--- config.mk ---
export PLATFORM = sky130hd
export DESIGN_NAME = tagged_tlb_lru
export DESIGN_NICKNAME = d
export VERILOG_FILES = /design/src/design/ttlb_pkg.sv /design/src/design/ttlb_ctrl.sv /design/src/design/ttlb_dp.sv /design/src/design/tagged_tlb_lru.sv
export SDC_FILE = /design/constraint.sdc
export NUM_CORES = 2
export LEC_CHECK = 0
export BUFFER_PORTS_ARGS = -buffer_cell sky130_fd_sc_hd__buf_2
export CORE_MARGIN = 2
export CORE_UTILIZATION = 37
export DETAILED_ROUTE_END_ITERATION = 10
export PLACE_DENSITY_LB_ADDON = 0.15
export RECOVER_POWER = 100
export SETUP_SLACK_MARGIN = 0.02
export SLEW_MARGIN = 15
export SYNTH_ARGS = -nofsm -noshare
export SYNTH_HDL_FRONTEND = slang
export SYNTH_HIERARCHICAL = 1
export SYNTH_SLANG_ARGS = --single-unit
--- constraint.sdc ---
create_clock -name clk -period 10.76 [get_ports clk]
set_clock_uncertainty 0.2 [all_clocks]
set_input_delay 2.152 -clock clk [delete_from_list [all_inputs] [get_ports clk]]
set_output_delay 2.152 -clock clk [all_outputs]
set_load 0.01 [all_outputs]
--- src/design/ttlb_pkg.sv ---
// Package for the tagged TLB: operation kinds and controller-to-datapath commands.
`default_nettype none
package ttlb_pkg;

  localparam logic [2:0] KIND_LOOKUP    = 3'd0;
  localparam logic [2:0] KIND_INSERT    = 3'd1;
  localparam logic [2:0] KIND_INV_PAGE  = 3'd2;
  localparam logic [2:0] KIND_INV_PROC  = 3'd3;
  localparam logic [2:0] KIND_INV_FRAME = 3'd4;

  typedef enum logic [1:0] {
    DP_IDLE,
    DP_LOAD,
    DP_SWEEP,
    DP_EXEC
  } dp_op_t;

  typedef struct packed {
    dp_op_t op;
    logic   load_out;
  } dp_cmd_t;

endpackage
`default_nettype wire

--- src/design/ttlb_ctrl.sv ---
// Sequencer for the tagged TLB: input and output handshakes and the removal sweep.
`default_nettype none
module ttlb_ctrl
  import ttlb_pkg::*;
#(
  parameter int ENTRIES = 16
) (
  input  wire logic                       clk,
  input  wire logic                       rst,
  input  wire logic                       in_valid,
  output logic                            in_stall,
  input  wire logic [2:0]                 kind,
  output logic                            out_valid,
  input  wire logic                       out_stall,
  output dp_cmd_t                         cmd,
  output logic [$clog2(ENTRIES)-1:0]      sweep_idx
);

  localparam int IW = $clog2(ENTRIES);
  localparam logic [IW-1:0] LAST_IDX = IW'(ENTRIES - 1);

  typedef enum logic [1:0] {
    S_IDLE,
    S_SWEEP,
    S_EXEC,
    S_PUSH
  } state_t;

  state_t          state;
  logic [2:0]      kind_q;
  logic [IW-1:0]   cnt;
  logic            accept;
  logic            out_free;

  assign in_stall  = (state != S_IDLE);
  assign accept    = in_valid && !in_stall;
  assign out_free  = !out_valid || !out_stall;
  assign sweep_idx = cnt;

  always_comb begin
    cmd.load_out = (state == S_PUSH) && out_free;
    unique case (state)
      S_IDLE:  cmd.op = accept ? DP_LOAD : DP_IDLE;
      S_SWEEP: cmd.op = DP_SWEEP;
      S_EXEC:  cmd.op = DP_EXEC;
      default: cmd.op = DP_IDLE;
    endcase
  end

  always_ff @(posedge clk) begin
    if (rst) begin
      state     <= S_IDLE;
      out_valid <= 1'b0;
      cnt       <= '0;
      kind_q    <= KIND_LOOKUP;
    end else begin
      if (state == S_PUSH && out_free) out_valid <= 1'b1;
      else if (out_valid && !out_stall) out_valid <= 1'b0;
      unique case (state)
        S_IDLE: begin
          if (accept) begin
            kind_q <= kind;
            cnt    <= '0;
            if (kind == KIND_INSERT || kind == KIND_INV_PROC || kind == KIND_INV_FRAME) begin
              state <= S_SWEEP;
            end else begin
              state <= S_EXEC;
            end
          end
        end
        S_SWEEP: begin
          cnt <= cnt + 1'b1;
          if (cnt == LAST_IDX) begin
            state <= (kind_q == KIND_INSERT) ? S_EXEC : S_PUSH;
          end
        end
        S_EXEC: state <= S_PUSH;
        S_PUSH: begin
          if (out_free) begin
            state <= S_IDLE;
          end
        end
        default: state <= S_IDLE;
      endcase
    end
  end

  a_busy_stalls: assert property (@(posedge clk) disable iff (rst)
    (state != S_IDLE) |-> in_stall) else $error("input not stalled while busy");
  a_accept_busy: assert property (@(posedge clk) disable iff (rst)
    accept |=> (state != S_IDLE)) else $error("accepted word did not start work");
  a_push_shows: assert property (@(posedge clk) disable iff (rst)
    (state == S_PUSH && !out_valid) |=> out_valid) else $error("result word not shown");

endmodule
`default_nettype wire

--- src/design/ttlb_dp.sv ---
// Datapath for the tagged TLB: entry storage, parallel match and LRU rank update.
`default_nettype none
module ttlb_dp
  import ttlb_pkg::*;
#(
  parameter int ENTRIES     = 16,
  parameter int PROC_WIDTH  = 8,
  parameter int PAGE_WIDTH  = 20,
  parameter int FRAME_WIDTH = 20
) (
  input  wire logic                       clk,
  input  wire logic                       rst,
  input  dp_cmd_t                         cmd,
  input  wire logic [$clog2(ENTRIES)-1:0] sweep_idx,
  input  wire logic [2:0]                 kind,
  input  wire logic [PROC_WIDTH-1:0]      proc_id,
  input  wire logic [PAGE_WIDTH-1:0]      virt_page,
  input  wire logic [FRAME_WIDTH-1:0]     phys_frame,
  output logic                            hit,
  output logic [FRAME_WIDTH-1:0]          frame_out,
  output logic                            displaced
);

  localparam int IW = $clog2(ENTRIES);
  localparam logic [IW-1:0] LAST = IW'(ENTRIES - 1);

  logic                   valid [ENTRIES];
  logic [IW-1:0]          rank  [ENTRIES];
  logic [PROC_WIDTH-1:0]  eproc [ENTRIES];
  logic [PAGE_WIDTH-1:0]  epage [ENTRIES];
  logic [FRAME_WIDTH-1:0] eframe[ENTRIES];

  logic [2:0]             kind_q;
  logic [PROC_WIDTH-1:0]  proc_q;
  logic [PAGE_WIDTH-1:0]  page_q;
  logic [FRAME_WIDTH-1:0] frame_q;
  logic                   res_hit, res_disp;
  logic [FRAME_WIDTH-1:0] res_frame;

  logic          found, has_free;
  logic [IW-1:0] midx, free_idx, victim_idx, slot;
  logic          sweep_hit;
  logic          rem_en, prom_en, fill_en, upd_en;
  logic [IW-1:0] rem_idx, prom_idx;
  logic [IW-1:0] rem_r, prom_r;

  // Lowest-index match, lowest-index free entry, and the entry of rank LAST.
  always_comb begin
    found      = 1'b0;
    has_free   = 1'b0;
    midx       = '0;
    free_idx   = '0;
    victim_idx = '0;
    for (int k = ENTRIES - 1; k >= 0; k--) begin
      if (valid[k] && eproc[k] == proc_q && epage[k] == page_q) begin
        found = 1'b1;
        midx  = IW'(k);
      end
      if (!valid[k]) begin
        has_free = 1'b1;
        free_idx = IW'(k);
      end
      if (rank[k] == LAST) victim_idx = IW'(k);
    end
    slot = has_free ? free_idx : victim_idx;
  end

  always_comb begin
    sweep_hit = valid[sweep_idx] &&
                ((kind_q == KIND_INV_PROC) ? (eproc[sweep_idx] == proc_q)
                                           : (eframe[sweep_idx] == frame_q));
    rem_en   = 1'b0;
    rem_idx  = sweep_idx;
    prom_en  = 1'b0;
    prom_idx = midx;
    prom_r   = rank[midx];
    fill_en  = 1'b0;
    upd_en   = 1'b0;
    if (cmd.op == DP_SWEEP) begin
      rem_en = sweep_hit;
    end else if (cmd.op == DP_EXEC) begin
      unique case (kind_q)
        KIND_LOOKUP:   prom_en = found;
        KIND_INSERT: begin
          prom_en = 1'b1;
          if (found) begin
            upd_en = 1'b1;
          end else begin
            fill_en  = 1'b1;
            prom_idx = slot;
            prom_r   = LAST;
          end
        end
        KIND_INV_PAGE: begin
          rem_en  = found;
          rem_idx = midx;
        end
        default: ;
      endcase
    end
    rem_r = rank[rem_idx];
  end

  always_ff @(posedge clk) begin
    if (rst) begin
      for (int k = 0; k < ENTRIES; k++) begin
        valid[k] <= 1'b0;
        rank[k]  <= LAST;
      end
    end else begin
      for (int k = 0; k < ENTRIES; k++) begin
        if (rem_en) begin
          if (IW'(k) == rem_idx) begin
            valid[k] <= 1'b0;
            rank[k]  <= LAST;
          end else if (valid[k] && rank[k] > rem_r) begin
            rank[k] <= rank[k] - 1'b1;
          end
        end
        if (prom_en) begin
          if (IW'(k) == prom_idx) begin
            rank[k] <= '0;
            if (fill_en) valid[k] <= 1'b1;
          end else if (valid[k] && rank[k] < prom_r) begin
            rank[k] <= rank[k] + 1'b1;
          end
        end
      end
    end
  end

  always_ff @(posedge clk) begin
    if (fill_en) begin
      eproc[prom_idx] <= proc_q;
      epage[prom_idx] <= page_q;
    end
    if (fill_en || upd_en) eframe[prom_idx] <= frame_q;
  end

  always_ff @(posedge clk) begin
    if (cmd.op == DP_LOAD) begin
      kind_q    <= kind;
      proc_q    <= proc_id;
      page_q    <= virt_page;
      frame_q   <= phys_frame;
      res_hit   <= 1'b0;
      res_frame <= '0;
      res_disp  <= 1'b0;
    end else if (cmd.op == DP_EXEC) begin
      if (kind_q == KIND_LOOKUP && found) begin
        res_hit   <= 1'b1;
        res_frame <= eframe[midx];
      end
      if (kind_q == KIND_INSERT && !found) res_disp <= valid[slot];
    end
    if (cmd.load_out) begin
      hit       <= res_hit;
      frame_out <= res_frame;
      displaced <= res_disp;
    end
  end

endmodule
`default_nettype wire

--- src/design/tagged_tlb_lru.sv ---
// Fully associative TLB with process tags and exact LRU ranking.
// Input channel (in_valid/in_stall) carries one operation word: kind,
// proc_id, virt_page, phys_frame. Output channel (out_valid/out_stall)
// returns one result word per operation: hit, frame_out, displaced.
// Lookup and invalidate by page skip the sweep and run the execute step.
// Insert, invalidate by process and invalidate by frame run a removal
// sweep over the entries, one entry per cycle; the sweep is set by the
// single remove unit that closes rank gaps. Insert then runs the execute
// step. One operation is in flight at a time; the next word
// is taken as soon as the result sits in the output register, even while
// the receiver stalls it. A stalled result holds until taken, and the
// next result waits behind it. Reset invalidates all entries at once
// and needs no clearing pass.
`default_nettype none
module tagged_tlb_lru
  import ttlb_pkg::*;
#(
  parameter int ENTRIES     = 16,
  parameter int PROC_WIDTH  = 8,
  parameter int PAGE_WIDTH  = 20,
  parameter int FRAME_WIDTH = 20
) (
  input  wire logic                   clk,
  input  wire logic                   rst,
  input  wire logic                   in_valid,
  output logic                        in_stall,
  input  wire logic [2:0]             kind,
  input  wire logic [PROC_WIDTH-1:0]  proc_id,
  input  wire logic [PAGE_WIDTH-1:0]  virt_page,
  input  wire logic [FRAME_WIDTH-1:0] phys_frame,
  output logic                        out_valid,
  input  wire logic                   out_stall,
  output logic                        hit,
  output logic [FRAME_WIDTH-1:0]      frame_out,
  output logic                        displaced
);

  dp_cmd_t                    cmd;
  logic [$clog2(ENTRIES)-1:0] sweep_idx;

  ttlb_ctrl #(.ENTRIES(ENTRIES)) u_ctrl (
    .clk, .rst, .in_valid, .in_stall, .kind, .out_valid, .out_stall,
    .cmd, .sweep_idx
  );

  ttlb_dp #(
    .ENTRIES(ENTRIES), .PROC_WIDTH(PROC_WIDTH),
    .PAGE_WIDTH(PAGE_WIDTH), .FRAME_WIDTH(FRAME_WIDTH)
  ) u_dp (
    .clk, .rst, .cmd, .sweep_idx, .kind, .proc_id, .virt_page, .phys_frame,
    .hit, .frame_out, .displaced
  );

endmodule
`default_nettype wire

# Word level (Yosys, flattened, before mapping)
# Memory sizes are Yosys's and may differ from the RTL's. A register that Yosys moved wholly into a read port is not among the register bits.
# Index checks and enable logic that the tools add are counted.
[classes]
bitwise_logic = 96
eq_ne = 97
n_addsub = 33
magnitude_cmp = 32
n_reduce_logical = 90
n_mux = 579
[op_table]
columns = ["operator", "count"]
rows = [
  ["$mux 4", 131],
  ["$mux 1", 440],
  ["$eq 20x20->1", 17],
  ["$eq 8x8->1", 17],
  ["$or 1x1->1", 96],
  ["$logic_and 1x1->1", 70],
  ["$add 4x1->4 const B", 17],
  ["$eq 4x4->1 const B", 17],
  ["$eq 4x4->1 const A", 16],
  ["$gt 4x4->1", 16],
  ["$lt 4x4->1", 16],
  ["$sub 4x1->4 const B", 16],
  ["$eq 3x4->1 const A", 8],
  ["$eq 2x4->1 const A", 4],
  ["$eq 3x1->1 const B", 3],
  ["$eq 3x2->1 const B", 3],
  ["$eq 1x4->1 const A", 2],
  ["$eq 2x2->1 const B", 4],
  ["$logic_not 4->1", 2],
  ["$mux 2", 4],
  ["$pmux 2 s4", 1],
  ["$pmux 4 s2", 1],
  ["$reduce_and 2->1", 4],
  ["$ne 2x1->1 const B", 3],
  ["other kinds (10)", 19],
]
[totals]
n_memories = 5
regBits = 84
ramBits = 848
wordCells = 944
in_bits = 55
out_inout_bits = 24
[memory_table]
columns = ["name", "depth", "word_bits", "read_ports", "rd_clocked_by_memory_dff", "wr", "line", "source"]
rows = [
  ["u_dp.eframe", 16, 20, 2, 2, 1, "ttlb_dp.sv:31", "logic [FRAME_WIDTH-1:0] eframe[ENTRIES];"],
  ["u_dp.epage", 16, 20, 16, 0, 1, "ttlb_dp.sv:30", "logic [PAGE_WIDTH-1:0] epage [ENTRIES];"],
  ["u_dp.eproc", 16, 8, 17, 1, 1, "ttlb_dp.sv:29", "logic [PROC_WIDTH-1:0] eproc [ENTRIES];"],
  ["u_dp.rank", 16, 4, 18, 0, 16, "ttlb_dp.sv:28", "logic [IW-1:0] rank [ENTRIES];"],
  ["u_dp.valid", 16, 1, 18, 2, 16, "ttlb_dp.sv:27", "logic valid [ENTRIES];"],
]

# Longest topological paths before layout
# An unclocked memory read counts as a cell.
[logic_depth]
ltp_word = 34
depth_mapped = 29
mapped_depth_nobuf = 25

# By module
# The synthesis kept the hierarchy.
[modules_own_cells]
columns = ["mod", "area_each_um2", "seq_area_each_um2", "n_inst", "cells_each"]
rows = [
  ["ttlb_dp", 49870.3, 28096.9, 1, 3766],
  ["ttlb_ctrl", 586.8, 200.2, 1, 69],
]

# Worst setup path before layout
# OpenSTA, ideal clock, no wires.
[synth_path]
path_type = "in2reg"
startpoint = "in in_valid"
endpoint = "mem u_dp/rank[1][0] (netlist name) (enable)"
path_stages = 22
path_slack_ns = 3.490
setup_time_ns = 0.273
t_required_ns = 10.287
path_buffers = 4
t_arrival_ns = 6.797
path_cell_list = "nand2_1 > mux2i_1 > nand3b_1 > nor2_1 > and2_1 > buf_1 > mux2i_1 > clkbuf_1 > clkbuf_1 > nor2_1 > a211oi_1 > a211oi_1 > a21oi_1 > ha_1 > nor2b_1 > o21ai_0 > nand2b_1 > a21oi_1 > and4b_1 > clkbuf_1 > or2_1 > or3b_1"
[synth_lines]
columns = ["item", "line", "source"]
rows = [
  ["start, declared", "tagged_tlb_lru.sv:25", "input wire logic in_valid,"],
  ["end, declared", "ttlb_dp.sv:28", ""],
]

==> qor.txt <==
setup bufs post-CTS -> 0
netlist area before placement -> 50500 um2
Final Hold Fails -> 0
post-synth net total -> 4041
Clock Latency Late Sink -> 740 ps
failing checks -> capacitance limit, slew limit
CP Class -> reg -> reg
power per cell area -> 205 nW/um2
setup TNS -> 0 ps
Worst Hold Class -> reg -> reg
WP data required -> 11030 ps
largest family of logic cells by synthesized area -> multiplexers
first-pass GRT wire length -> 229 mm
routed len/inst -> 27.0 um
Worst-Margin Slew -> 3370 ps
die area -> 139000 um2
WL final -> 156 mm
EDFF count, synth -> 921
Die X -> 373 um
Tmin final -> 9220 ps
PortBufs -> 78
initial antenna violation count -> 7
final worst setup slack -> 1540 ps
Synth Area in XOR/XNOR -> 0.0892
metal3 WL -> 8.34 mm
Post-synth top cells -> edfxtp_1 (921), xnor2_1 (376), nor2_1 (248), a21oi_1 (198), nand4_1 (170)
most frequent cell after synthesis -> edfxtp_1
Seq/Total Area, Yosys -> 0.561
Post-Synth Simple-Gate Area -> 0.104
count of final setup violators -> 0
Layout area overhead -> 11.8%
DRT met1 WL -> 72.8 mm
drc violations -> 0
DRT antenna net count -> 0
largest area contributor in the netlist -> edfxtp_1
pre-CTS WS -> 2240 ps
Slew headroom -> -1.26
DP HPWL -> 101 mm
Pwr Total -> 11.6 mW
Net count, final -> 4138
Vias -> 33200
VDD IR max -> 0.211 mV
Reg2Reg Launch Point -> u_dp/page_q[5]
max-cap check violation count -> 45
GR Overflow Total -> 0
status -> complete, but fails checks
Ys Warns -> 6
most area-consuming cells after synthesis -> edfxtp_1 (55%), xnor2_1 (6.5%), mux4_2 (6.2%), ha_1 (3.7%), mux2i_1 (2.8%)
placement row count -> 135
worst hold stages -> 0
startpoint types -> register
CTS tree -> built
Main synth FF type -> edfxtp_1
Die Y-Extent -> 373 um
multiplexer share of the synthesized area -> 0.111
Ports -> 79
RSZ-0062 raised after global routing -> no
CTS Root Cell -> clkbuf_16
starting density of the core -> 0.372
Critical Path AT -> 9480 ps
CTS sink cnt -> 953
Leakage Power -> 17.8 nW
clock transition at the registers of the reported paths -> 60 ps
met2 routed wirelength -> 71.5 mm
reg2reg path depth -> 20
Num CTS Buffers -> 108
First-pass DRT Iterations -> 5
Total GRT Usage -> 0.221
hold path startpoint -> u_dp/res_frame[4]
Vias/cell -> 5.73
worst setup path start -> u_dp/page_q[5]
Yosys reg bits -> 953
crit share post-route -> 0.856
Yosys top cell area share -> 0.548
Slew Limit Fails -> 1221
adder and majority gate portion of the synthesized area -> 0.0374
CTS Hold Bufs -> 0
Post-Synthesis Cells -> 3835
max layer used -> met4
post-cts gate resize count -> 0
average cell area after synthesis -> 13.2 um2
Core ar. -> 135000 um2
CP max FO -> 32
Final GP Congestion -> 0.905
vias in the first global route -> 32700
Compound-Gate Fraction of Synth Area -> 0.0729
layout cell share with drive strength beyond 1 -> 0.138
pin count of the biggest net entering global routing -> 175
highest clock rate -> 0.109 GHz
worst hold slack -> 235 ps
asr flop ratio synth -> 0
Max H-tree Level -> 3
Unique masters post-synth -> 85
crit end category -> register
Clock Tree Buf Depth -> 3
initial DRC count -> 3110
-- power breakdown --
part	switching (mW)	leakage [nW]	internal, mW	total (mW)
clock	1.56	1.72	2.17	3.73
sequential	0.335	8.49	4.68	5.02
combinational	1.91	7.58	0.930	2.84
total	3.80	17.8	7.78	11.6
-- per-layer routing --
layer	vias to the layer above	GRT usage
li1	15000	-
met1	17100	0.321
met2	983	0.348
met3	224	0.0281
met4	0	0.0629
met5	-	0
-- sequential cells by signal, summed over array words and instances, names as in the netlist --
signal and cells:
u_dp/kind_q 3, u_ctrl/kind_q 3, u_dp/displaced 1, u_dp/frame_q 20, u_dp/res_hit 1, u_dp/page_q 20
u_ctrl/out_valid 1, u_ctrl/state 2, u_dp/hit 1, u_dp/res_frame 20, u_dp/proc_q 8, u_dp/rank 64
u_dp/res_disp 1, u_dp/frame_out 20, u_dp/eframe 320, u_dp/valid 16, u_dp/eproc 128, u_ctrl/sweep_idx 4
u_dp/epage 320
-- kinds of logic (layout without fill, tap and decap cells) --
group | count (synthesis) | after routing
XOR/XNOR | 514 | 514
buffers and inverters | 284 | 469
AO/OA/AOI/OAI | 559 | 559
adder cells (fa/ha/maj) | 151 | 151
flip-flops | 953 | 953
other | 0 | 2
multiplexers | 375 | 375
AND/OR/NAND/NOR | 999 | 999
-- worst paths after layout --
check | endpoint | slack (ps)
setup / recovery | u_dp/rank[14][0] | 1540
hold / removal | u_dp/frame_out[4] | 230
setup reg to reg | u_dp/rank[14][0] | 1540
hold reg to reg | u_dp/frame_out[4] | 230
-- critical path: stages, from the launching register on --
cell	delay, ps
edfxtp_1	870
clkbuf_1	1240
xor2_1	150
nor4_1	710
and4_1	330
nor3_1	70
a221oi_2	680
o21bai_4	350
mux2i_4	820
buf_4	400
nor2b_1	80
a211oi_1	210
a21oi_1	70
a21oi_1	220
a21o_1	820
ha_1	410
o21a_1	120
o21a_1	160
o2111ai_1	310
o21ai_0	180
or3b_2	530
-- layout make-up --
| class | count | area, um2 |
|---|---|---|
| multi-input cells | 2598 | 21000 |
| flip-flops and latches | 953 | 28300 |
| inverters | 84 | 315 |
| well taps | 1781 | 2230 |
| repair buffers | 187 | 986 |
| fillers | 12600 | 79000 |
| diodes | 2 | 5.00 |
| clock inverters | 68 | 729 |
| clock buffers | 130 | 2820 |
-- through the flow --
| stage | cell area [um2] | std cells | util |
|---|---|---|---|
| after floorplan | 50500 | 3835 | - |
| after global placement | 53300 | 5603 | 0.394 |
| after detailed placement | 53300 | 5603 | 0.394 |
| after CTS | 56900 | 5801 | 0.420 |
| after global routing | 56400 | 5802 | 0.417 |
| final | 56400 | 5803 | 0.417 |
-- layout by cell type (no fill, tap or decap), drive strengths merged, types with 13 or more instances in the layout --
master / n
a31oi: 15
mux4: 140
or4: 15
dfxtp: 32
clkbuf: 225
a21o: 21
nand3: 86
xnor2: 376
clkinv: 44
a21oi: 199
nand4: 170
nand2b: 29
inv: 89
nor4: 76
nor2b: 31
and3: 20
o211ai: 16
nor3b: 19
o21ai: 76
nand2: 167
nor3: 40
or2: 30
edfxtp: 921
bufinv: 13
a211oi: 113
buf: 92
mux2: 95
and2: 24
ha: 151
mux2i: 140
nor2: 249
xor2: 138
Power figures use the tool's default switching activity.
